$ cat config.mk
export PLATFORM = sky130hd
export DESIGN_NAME = htd_walker
export DESIGN_NICKNAME = d
export VERILOG_FILES = /design/src/htd_pkg.sv /design/src/htd_walker.sv
export SDC_FILE = /design/constraint.sdc
export NUM_CORES = 1
export LEC_CHECK = 0
export ABC_CLOCK_PERIOD_IN_PS = 3650
export BUFFER_PORTS_ARGS = -buffer_cell sky130_fd_sc_hd__buf_2
export CORE_UTILIZATION = 51
export CTS_CLUSTER_SIZE = 28
export DETAILED_ROUTE_END_ITERATION = 6
export GPL_ROUTABILITY_DRIVEN = 0
export GPL_TIMING_DRIVEN = 0
export PLACE_DENSITY = 0.77
export SLEW_MARGIN = 15
export SYNTH_ARGS = -nofsm -noshare
export SYNTH_HDL_FRONTEND = slang
export SYNTH_SLANG_ARGS = --single-unit
$ cat constraint.sdc
create_clock -name clk -period 3.65 [get_ports clk]
set_clock_uncertainty 0.2 [all_clocks]
set_input_delay 0.1825 -clock clk [delete_from_list [all_inputs] [get_ports clk]]
set_output_delay 0.1825 -clock clk [all_outputs]
set_load 0.05 [all_outputs]
$ cat src/htd_pkg.sv
// Shared types and codes for the Huffman tree-walk decoder.
package htd_pkg;

  localparam int IDX_W    = 9;
  localparam int SYM_W    = 8;
  localparam int STATUS_W = 3;
  localparam int REQ_W    = 2;

  typedef enum logic [REQ_W-1:0] {
    REQ_LOAD = 2'd0,
    REQ_BIT  = 2'd1,
    REQ_END  = 2'd2,
    REQ_NOP  = 2'd3
  } req_t;

  typedef enum logic [STATUS_W-1:0] {
    ST_OK         = 3'd0,
    ST_SYMBOL     = 3'd1,
    ST_NO_LEFT    = 3'd2,
    ST_NO_RIGHT   = 3'd3,
    ST_INCOMPLETE = 3'd4,
    ST_CLEAN      = 3'd5
  } status_t;

  typedef struct packed {
    logic [REQ_W-1:0] req_type;
    logic [IDX_W-1:0] node_index;
    logic             node_is_leaf;
    logic [SYM_W-1:0] node_symbol;
    logic             left_present;
    logic [IDX_W-1:0] left_child;
    logic             right_present;
    logic [IDX_W-1:0] right_child;
    logic             code_bit;
  } in_word_t;

  typedef struct packed {
    logic [STATUS_W-1:0] status;
    logic [SYM_W-1:0]    symbol;
  } out_word_t;

endpackage

$ cat src/htd_walker.sv
// Tree-walk engine: node table access, current node, root register, result register.
module htd_walker #(
  parameter int NODE_COUNT  = 512,
  parameter int SYMBOL_BITS = 8,
  parameter int ADDR_W      = 9,
  parameter int ENT_W       = 29
) (
  input  logic                     clk,
  input  logic                     rst_n,
  input  logic                     cfg_we,
  input  logic [htd_pkg::IDX_W-1:0] cfg_data,
  input  logic                     req_valid,
  input  htd_pkg::in_word_t        req,
  output logic                     req_take,
  output logic                     out_valid,
  input  logic                     out_stall,
  output htd_pkg::out_word_t       out_data,
  output logic                     mem_wr_en,
  output logic [ADDR_W-1:0]        mem_wr_addr,
  output logic [ENT_W-1:0]         mem_wr_data,
  output logic                     mem_rd_en,
  output logic [ADDR_W-1:0]        mem_rd_addr,
  input  logic [ENT_W-1:0]         mem_rd_data
);

  // Entry layout: {leaf, symbol, has_left, left, has_right, right}.
  localparam int R_LO    = 0;
  localparam int HR_POS  = htd_pkg::IDX_W;
  localparam int L_LO    = htd_pkg::IDX_W + 1;
  localparam int HL_POS  = 2 * htd_pkg::IDX_W + 1;
  localparam int SYM_LO  = 2 * htd_pkg::IDX_W + 2;
  localparam int LEAF_POS = SYM_LO + SYMBOL_BITS;

  typedef enum logic [1:0] {
    S_IDLE,
    S_CUR,
    S_CHILD
  } state_t;

  state_t                    state_r, state_nxt;
  logic [htd_pkg::IDX_W-1:0] root_r, root_nxt;
  logic [htd_pkg::IDX_W-1:0] cur_idx_r, cur_idx_nxt;
  logic [htd_pkg::IDX_W-1:0] child_idx_r, child_idx_nxt;
  logic [ENT_W-1:0]          cache_r, cache_nxt;
  logic                      cache_ok_r, cache_ok_nxt;
  logic                      rd_ok_r, rd_ok_nxt;
  logic                      out_valid_r;
  htd_pkg::out_word_t        out_data_r;

  logic                      slot_free;
  logic                      res_en;
  htd_pkg::out_word_t        res;
  logic [ENT_W-1:0]          cur_ent;
  logic                      go_right;
  logic                      child_has;
  logic [htd_pkg::IDX_W-1:0] child_idx;
  logic                      child_ok;
  logic                      do_step;
  logic                      rd_leaf;
  logic                      load_in_range;
  logic                      cur_in_range;

  assign slot_free     = !out_valid_r || !out_stall;
  assign go_right      = req.code_bit;
  assign cur_ent       = (state_r == S_CUR) ? (rd_ok_r ? mem_rd_data : '0) : cache_r;
  assign child_has     = go_right ? cur_ent[HR_POS] : cur_ent[HL_POS];
  assign child_idx     = go_right ? cur_ent[R_LO +: htd_pkg::IDX_W]
                                  : cur_ent[L_LO +: htd_pkg::IDX_W];
  assign child_ok      = child_has && (32'(child_idx) < NODE_COUNT);
  assign rd_leaf       = mem_rd_data[LEAF_POS] || (!mem_rd_data[HL_POS] && !mem_rd_data[HR_POS]);
  assign load_in_range = 32'(req.node_index) < NODE_COUNT;
  assign cur_in_range  = 32'(cur_idx_r) < NODE_COUNT;

  assign mem_wr_addr = ADDR_W'(req.node_index);
  assign mem_wr_data = {req.node_is_leaf, SYMBOL_BITS'(req.node_symbol), req.left_present,
                        req.left_child, req.right_present, req.right_child};

  always_comb begin
    state_nxt     = state_r;
    root_nxt      = root_r;
    cur_idx_nxt   = cur_idx_r;
    child_idx_nxt = child_idx_r;
    cache_nxt     = cache_r;
    cache_ok_nxt  = cache_ok_r;
    rd_ok_nxt     = rd_ok_r;
    mem_wr_en     = 1'b0;
    mem_rd_en     = 1'b0;
    mem_rd_addr   = ADDR_W'(cur_idx_r);
    res_en        = 1'b0;
    res           = '0;
    req_take      = 1'b0;
    do_step       = 1'b0;

    unique case (state_r)
      S_IDLE: begin
        if (req_valid) begin
          unique case (req.req_type)
            htd_pkg::REQ_LOAD: begin
              if (slot_free) begin
                res_en   = 1'b1;
                req_take = 1'b1;
                if (load_in_range) begin
                  mem_wr_en = 1'b1;
                  if (req.node_index == cur_idx_r) begin
                    cache_ok_nxt = 1'b0;
                  end
                end
              end
            end
            htd_pkg::REQ_BIT: begin
              if (cache_ok_r) begin
                do_step = 1'b1;
              end else begin
                mem_rd_en = 1'b1;
                rd_ok_nxt = cur_in_range;
                state_nxt = S_CUR;
              end
            end
            htd_pkg::REQ_END: begin
              if (slot_free) begin
                res_en     = 1'b1;
                req_take   = 1'b1;
                res.status = (cur_idx_r == root_r) ? htd_pkg::ST_CLEAN
                                                   : htd_pkg::ST_INCOMPLETE;
                if (cur_idx_r != root_r) begin
                  cur_idx_nxt  = root_r;
                  cache_ok_nxt = 1'b0;
                end
              end
            end
            default: begin
              if (slot_free) begin
                res_en   = 1'b1;
                req_take = 1'b1;
              end
            end
          endcase
        end
      end
      S_CUR: begin
        // The current node's entry arrives now; keep it for later bits.
        cache_nxt    = cur_ent;
        cache_ok_nxt = 1'b1;
        do_step      = 1'b1;
      end
      S_CHILD: begin
        if (slot_free) begin
          res_en    = 1'b1;
          req_take  = 1'b1;
          state_nxt = S_IDLE;
          if (rd_leaf) begin
            res.status   = htd_pkg::ST_SYMBOL;
            res.symbol   = htd_pkg::SYM_W'(mem_rd_data[SYM_LO +: SYMBOL_BITS]);
            cur_idx_nxt  = root_r;
            cache_ok_nxt = 1'b0;
          end else begin
            cur_idx_nxt  = child_idx_r;
            cache_nxt    = mem_rd_data;
            cache_ok_nxt = 1'b1;
          end
        end
      end
      default: begin
        state_nxt = S_IDLE;
      end
    endcase

    if (do_step) begin
      if (!child_ok) begin
        if (slot_free) begin
          res_en       = 1'b1;
          req_take     = 1'b1;
          res.status   = go_right ? htd_pkg::ST_NO_RIGHT : htd_pkg::ST_NO_LEFT;
          cur_idx_nxt  = root_r;
          cache_ok_nxt = 1'b0;
          state_nxt    = S_IDLE;
        end
      end else begin
        mem_rd_en     = 1'b1;
        mem_rd_addr   = ADDR_W'(child_idx);
        rd_ok_nxt     = 1'b1;
        child_idx_nxt = child_idx;
        state_nxt     = S_CHILD;
      end
    end

    if (cfg_we) begin
      root_nxt     = cfg_data;
      cur_idx_nxt  = cfg_data;
      cache_ok_nxt = 1'b0;
    end
  end

  always_ff @(posedge clk) begin
    if (!rst_n) begin
      state_r     <= S_IDLE;
      root_r      <= '0;
      cur_idx_r   <= '0;
      cache_ok_r  <= 1'b0;
      rd_ok_r     <= 1'b0;
      out_valid_r <= 1'b0;
    end else begin
      state_r    <= state_nxt;
      root_r     <= root_nxt;
      cur_idx_r  <= cur_idx_nxt;
      cache_ok_r <= cache_ok_nxt;
      rd_ok_r    <= rd_ok_nxt;
      if (res_en) begin
        out_valid_r <= 1'b1;
      end else if (!out_stall) begin
        out_valid_r <= 1'b0;
      end
    end
  end

  always_ff @(posedge clk) begin
    child_idx_r <= child_idx_nxt;
    cache_r     <= cache_nxt;
    if (res_en) begin
      out_data_r <= res;
    end
  end

  assign out_valid = out_valid_r;
  assign out_data  = out_data_r;

  // Every word taken from the input produces exactly one result in the same cycle.
  a_take_result: assert property (@(posedge clk) disable iff (!rst_n)
    req_take == res_en)
    else $error("input word taken without a result or result without a word");

  // A child read is never issued while the child entry is being consumed.
  a_child_no_read: assert property (@(posedge clk) disable iff (!rst_n)
    state_r == S_CHILD |-> !mem_rd_en)
    else $error("read issued while child entry pending");

  // After a decoded symbol the walk is back at the root.
  a_sym_root: assert property (@(posedge clk) disable iff (!rst_n)
    res_en && res.status == htd_pkg::ST_SYMBOL && !cfg_we |=> cur_idx_r == $past(root_r))
    else $error("walk did not return to root after a symbol");

  // The symbol field is zero unless a symbol is reported.
  a_sym_zero: assert property (@(posedge clk) disable iff (!rst_n)
    out_valid_r && out_data_r.status != htd_pkg::ST_SYMBOL |-> out_data_r.symbol == '0)
    else $error("symbol field set without a symbol status");

endmodule

# Yosys cells after proc, flatten, opt, wreduce, memory -nomap -nowiden
# Index checks and enable logic that the tools add are counted.
[word_totals]
ff_bits = 72
input_bits = 84
output_inout_bits = 62
elab_cells = 114
[op_classes]
eq_ne = 10
n_mux = 79
n_bitwise = 1
n_reduce_logical = 14
[ops]
columns = ["cell", "n"]
rows = [
  ["$mux 9", 15],
  ["$mux 29", 4],
  ["$pmux 29 s2", 1],
  ["$mux 1", 39],
  ["$eq 9x9->1", 2],
  ["$mux 3", 6],
  ["$pmux 9 s2", 1],
  ["$mux 2", 7],
  ["$ne 9x9->1", 1],
  ["$ne 2x2->1 const B", 3],
  ["$pmux 1 s2", 3],
  ["$pmux 2 s3", 1],
  ["$pmux 3 s2", 1],
  ["$reduce_and 3->1", 2],
  ["$eq 2x1->1 const B", 2],
  ["$eq 2x2->1 const B", 2],
  ["$logic_not 1->1", 4],
  ["$logic_not 2->1", 2],
  ["$pmux 1 s3", 1],
  ["$logic_or 1x1->1", 2],
  ["$reduce_and 2->1", 1],
  ["$reduce_bool 2->1", 1],
  ["$reduce_or 2->1", 1],
  ["$logic_and 1x1->1", 1],
  ["$not 1->1", 1],
]

# Longest topological paths before layout
[logic_depth]
word_depth = 10
depth_mapped = 7
depth_no_buf = 5

# Worst setup path before layout
# OpenSTA, ideal clock, no wires.
[synth_path]
path_type = "reg-to-reg"
from = "register state_r[1]"
to = "register cache_r[0] (enable)"
setup_ns = 0.425
arrival_ns = 2.419
t_required_ns = 3.025
slack_ns = 0.606
stages_incl_launch_ff = 6
n_path_buf = 2
synth_period_minus_slack_ns = 3.044
cell_sequence = "dfxtp_1 clkbuf_1 nor2b_1 nand2_1 clkbuf_1 o21ai_0"
[synth_between]
elab_chain_cells = 3
word_cells_on_any_way = 6
cone_classes = "eq/ne: 4; reduce/logical: 2"
[synth_rtl]
columns = ["element", "line", "rtl"]
rows = [
  ["start, declared", "htd_walker.sv:40", "state_t state_r, state_nxt;"],
  ["start signal, assigned", "htd_walker.sv:203", "state_r <= state_nxt;"],
  ["$eq 2x2->1 / $eq 2x1->1 (equally long branches)", "htd_walker.sv:94", "unique case (state_r)"],
  ["$ne 2x2->1 (no source line) / $reduce_bool 2->1 (equally long branches)", "n/a", ""],
  ["$reduce_and 3->1 (no source line) *", "n/a", ""],
  ["end signal, assigned", "htd_walker.sv:218", "cache_r <= cache_nxt;"],
  ["end, declared", "htd_walker.sv:44", "logic [ENT_W-1:0] cache_r, cache_nxt;"],
]
# Every way passes the cells marked *; elsewhere a longest branch is shown, timed or not.
# A chain may end at the register's enable or synchronous reset.

# Final worst setup path
[layout_path]
from = "register state_r[1]"
to = "output port mem_rd_addr[7]"
[layout_between]
elab_chain_cells = 5
word_cells_on_any_way = 8
cone_classes = "eq/ne: 1; mux: 6; reduce/logical: 1"
[layout_rtl]
columns = ["element", "line", "rtl"]
rows = [
  ["$eq 2x1->1", "htd_walker.sv:65", "assign cur_ent = (state_r == S_CUR) ? (rd_ok_r ? mem_rd_data : '0) : cache_r;"],
  ["$mux 29", "htd_walker.sv:65", ""],
  ["$mux 9", "htd_walker.sv:67", "assign child_idx = go_right ? cur_ent[R_LO +: htd_pkg::IDX_W]"],
  ["net child_idx (one bit)", "htd_walker.sv:56", "logic [htd_pkg::IDX_W-1:0] child_idx;"],
  ["$mux 9", "htd_walker.sv:169", "if (!child_ok) begin"],
  ["$mux 9", "htd_walker.sv:168", "if (do_step) begin"],
  ["end, declared", "htd_walker.sv:22", "output logic [ADDR_W-1:0] mem_rd_addr,"],
]
# The timed path passes the listed nets, and every way through them passes these cells.

==> results.md <==
* Status: finished with violations
* Failing checks: hold timing
* Drt first pass iters at 4
* CP endpoint kind: primary output
* Initial Utilization at a little over half
* Area of the multi-input gates at 2150 um2
* EDFF count, synth at 40
* Syn nets at 519
* Crit path launch type: flop
* Grt ovf at 0
* Initial antenna violation count at 0
* Worst-margin pin slew at 0.745 ns
* Synthesized instance count at 435
* Worst Setup EP: mem_rd_addr[7]
* Hold WC Path Type: primary input to flop
* # rows at 32
* Worst Path Max Fanout at 10
* Leakage power at approximately 2.4 nW
* Layout cell share with drive strength beyond 1 at 33.7%
* Clock Tree Buf Depth at 2
* Post-layout min period at approximately 3.2 ns
* Critical path type: flop to primary output
* Worst R2R Setup Slack at approximately 1.1 ns
* Routed wire length per instance at 16.6 um
* Async S/R FF share, synth at 0%
* Hold Slack at -0.00131 ns
* Setup TNS at 0 ns
* Fmax at 308 MHz
* Filler instances at 648
* Unrepaired setup endpoints after global routing: false
* DRT iter0 DRCs at between 200 and 300
* Number of global-route vias before repair at between 3000 and 4000
* DR vias at 4015
* Top cell type's share of synthesized area at 28.2%
* Worst VDD drop at 0.231 mV
* CTS tree: built
* Antenna Nets Post-Route at 0
* Slew Viols, Final at 0
* Most used flip-flop cell after synthesis: edfxtp_1
* Power Total at about 1.9 mW
* Crit. Startpoint: state_r[1]
* Final nets at 666
* Number of synthesized register bits at 63
* Gr usage total at 26.8%
* Area leader, netlist: edfxtp_1
* R2R cell count at 6
* Port buffer count at approximately 110
* Data required, critical path at 3.27 ns
* Ant. Diodes at 0
* Final period utilization at 89.0%
* Max_cap viols at 0
* R2r startpoint: state_r[1]
* # IOs at 146
* Post-CTS setup buffer count at 0
* Worst-Skew Late Latency at 0.35 ns
* First-pass GRT wire length at ~18 mm
* HPWL after DPL at around 8.4 mm
* Netlist cell types at about 50
* Synth warnings at 0
* CTS root buffer: clkbuf_8
* Clk pin slew, worst setup/hold paths at 0.07 ns
* Sink Count at 63
* Area contributors post-synth: edfxtp_1, dfxtp_1, mux2i_1
* Mapped cell area at 4260 um2
* Worst slew margin at around 50%
* # DRC at 0
* Post-synth top cells: mux2i_1, edfxtp_1, buf_4, a21oi_1
* Routed WL at roughly 11 mm
* Num CTS Buffers at 9
* CP arrival at 2.86 ns
* # setup viols final at 0
* Mean post-synth cell area at 9.79 um2
* Register area at 1660 um2
* FF-to-FF End: cache_r[3]
* Register area share after synthesis at 39.0%
* H-tree depth at 3
* Vias/cell at just under 6
* Hold Vio Cnt, Final at 1
* Core footprint at 7890 um2
* Die area at between 8000 and 9000 um2
* Pin count of the biggest net entering global routing at 19
* Die Ht at between 90 and 100 um
* Area grow syn2layout at 25.9%
* Most frequent cell after synthesis: mux2i_1
* Die Width at 93.4 um
* Cell Pwr Density at 356 nW/um2
worst max-delay path, cell delays in order, from the launching register on:
cell	delay [ns]
dfxtp_1	0.31
clkbuf_1	0.33
inv_1	0.13
nand2_1	0.35
clkbuf_1	0.44
nand2_1	0.10
a31oi_1	0.34
mux2_2	0.25
buf_2	0.26
report_power, final:
| part | switching (mW) | internal, mW | total, mW | leakage (nW) |
|---|---|---|---|---|
| clock | 0.292 | 0.260 | 0.552 | 0.0817 |
| sequential | 0.0279 | 0.789 | 0.817 | 0.561 |
| combinational | 0.339 | 0.197 | 0.537 | 1.73 |
worst min path at each step:
| stage | from | end | cells past startpoint |
|---|---|---|---|
| 5_1_grt | cfg_data[0] | root_r[0] | 3 |
| 3_5_place_dp | cfg_data[8] | root_r[8] | 3 |
| 6_report | cfg_data[4] | root_r[4] | 3 |
| 3_3_place_gp | cfg_data[8] | root_r[8] | 3 |
| 4_1_cts | cfg_data[0] | root_r[0] | 3 |
| 2_1_floorplan | cfg_data[8] | root_r[8] | 2 |
layout make-up:
type | instances | share of cell area [%]
inverter | 4 | 0.280
clock inverter | 6 | 0.677
buffer | 71 | 8.06
tap | 102 | 2.38
sequential | 63 | 31.0
clock buffer | 10 | 2.57
multi-input combinational | 297 | 40.2
timing repair buffer | 136 | 14.9
state kept, by name (all words and copies together), names as in the netlist:
| name | flops |
|---|---|
| rd_ok_r | 1 |
| out_data | 11 |
| cache_ok_r | 1 |
| child_idx_r | 9 |
| state_r | 2 |
| root_r | 9 |
| cur_idx_r | 9 |
| out_valid | 1 |
| cache_r | 20 |
kinds of logic (layout without fill, tap and decap cells):
logic type / count (synthesis) / count (layout) / share of synthesized area [%]
and+or+nand+nor: 112 / 112 / 15.0
DFF: 63 / 63 / 39.0
muxes: 53 / 53 / 13.1
buffers and inverters: 75 / 227 / 10.5
AOI/OAI and AO/OA: 114 / 114 / 18.3
xor gates and xnor gates: 18 / 18 / 4.06
routing by layer:
| metal | up-vias | track usage (%) | part of all wire [%] |
|---|---|---|---|
| met4 | 0 | 10.5 | 2.4 |
| li1 | 1894 | - | - |
| met1 | 1876 | 34.2 | 42 |
| met3 | 30 | 4.23 | 7.9 |
| met2 | 215 | 45.3 | 48 |
| met5 | - | 0 | 0 |
timing repair:
item / in CTS / in global routing
hold buffers: 21 / 0
resized for setup: 0 / 0
endpoints found under the setup margin: 0 / 0
endpoints found under the hold margin: 21 / 0
cell usage in the layout, fill, tap and decap left out, drive strengths merged, types with 12 or more instances in the layout:
cell,n
a21oi,33
a221oi,14
and2,17
and3,16
buf,163
clkbuf,33
dfxtp,23
dlygate4sd3,21
edfxtp,40
mux2i,41
nand2,23
nand3,22
o21ai,12
xor2,15
per-stage QoR:
stage               setup slack (ns)  util [%]  hold slack (ns)  instances  instance area (um2)
floorplan                      0.606         -           0.0997        435                 4260
global placement              -0.366      62.8            0.195        651                 4950
detailed placement             0.889      63.1            0.207        652                 4970
CTS                            0.486      67.9          0.00114        689                 5360
global route                   0.239      67.9           0.0162        689                 5360
finish                         0.403      67.9         -0.00131        689                 5360
(Power assumes the default switching activity.)
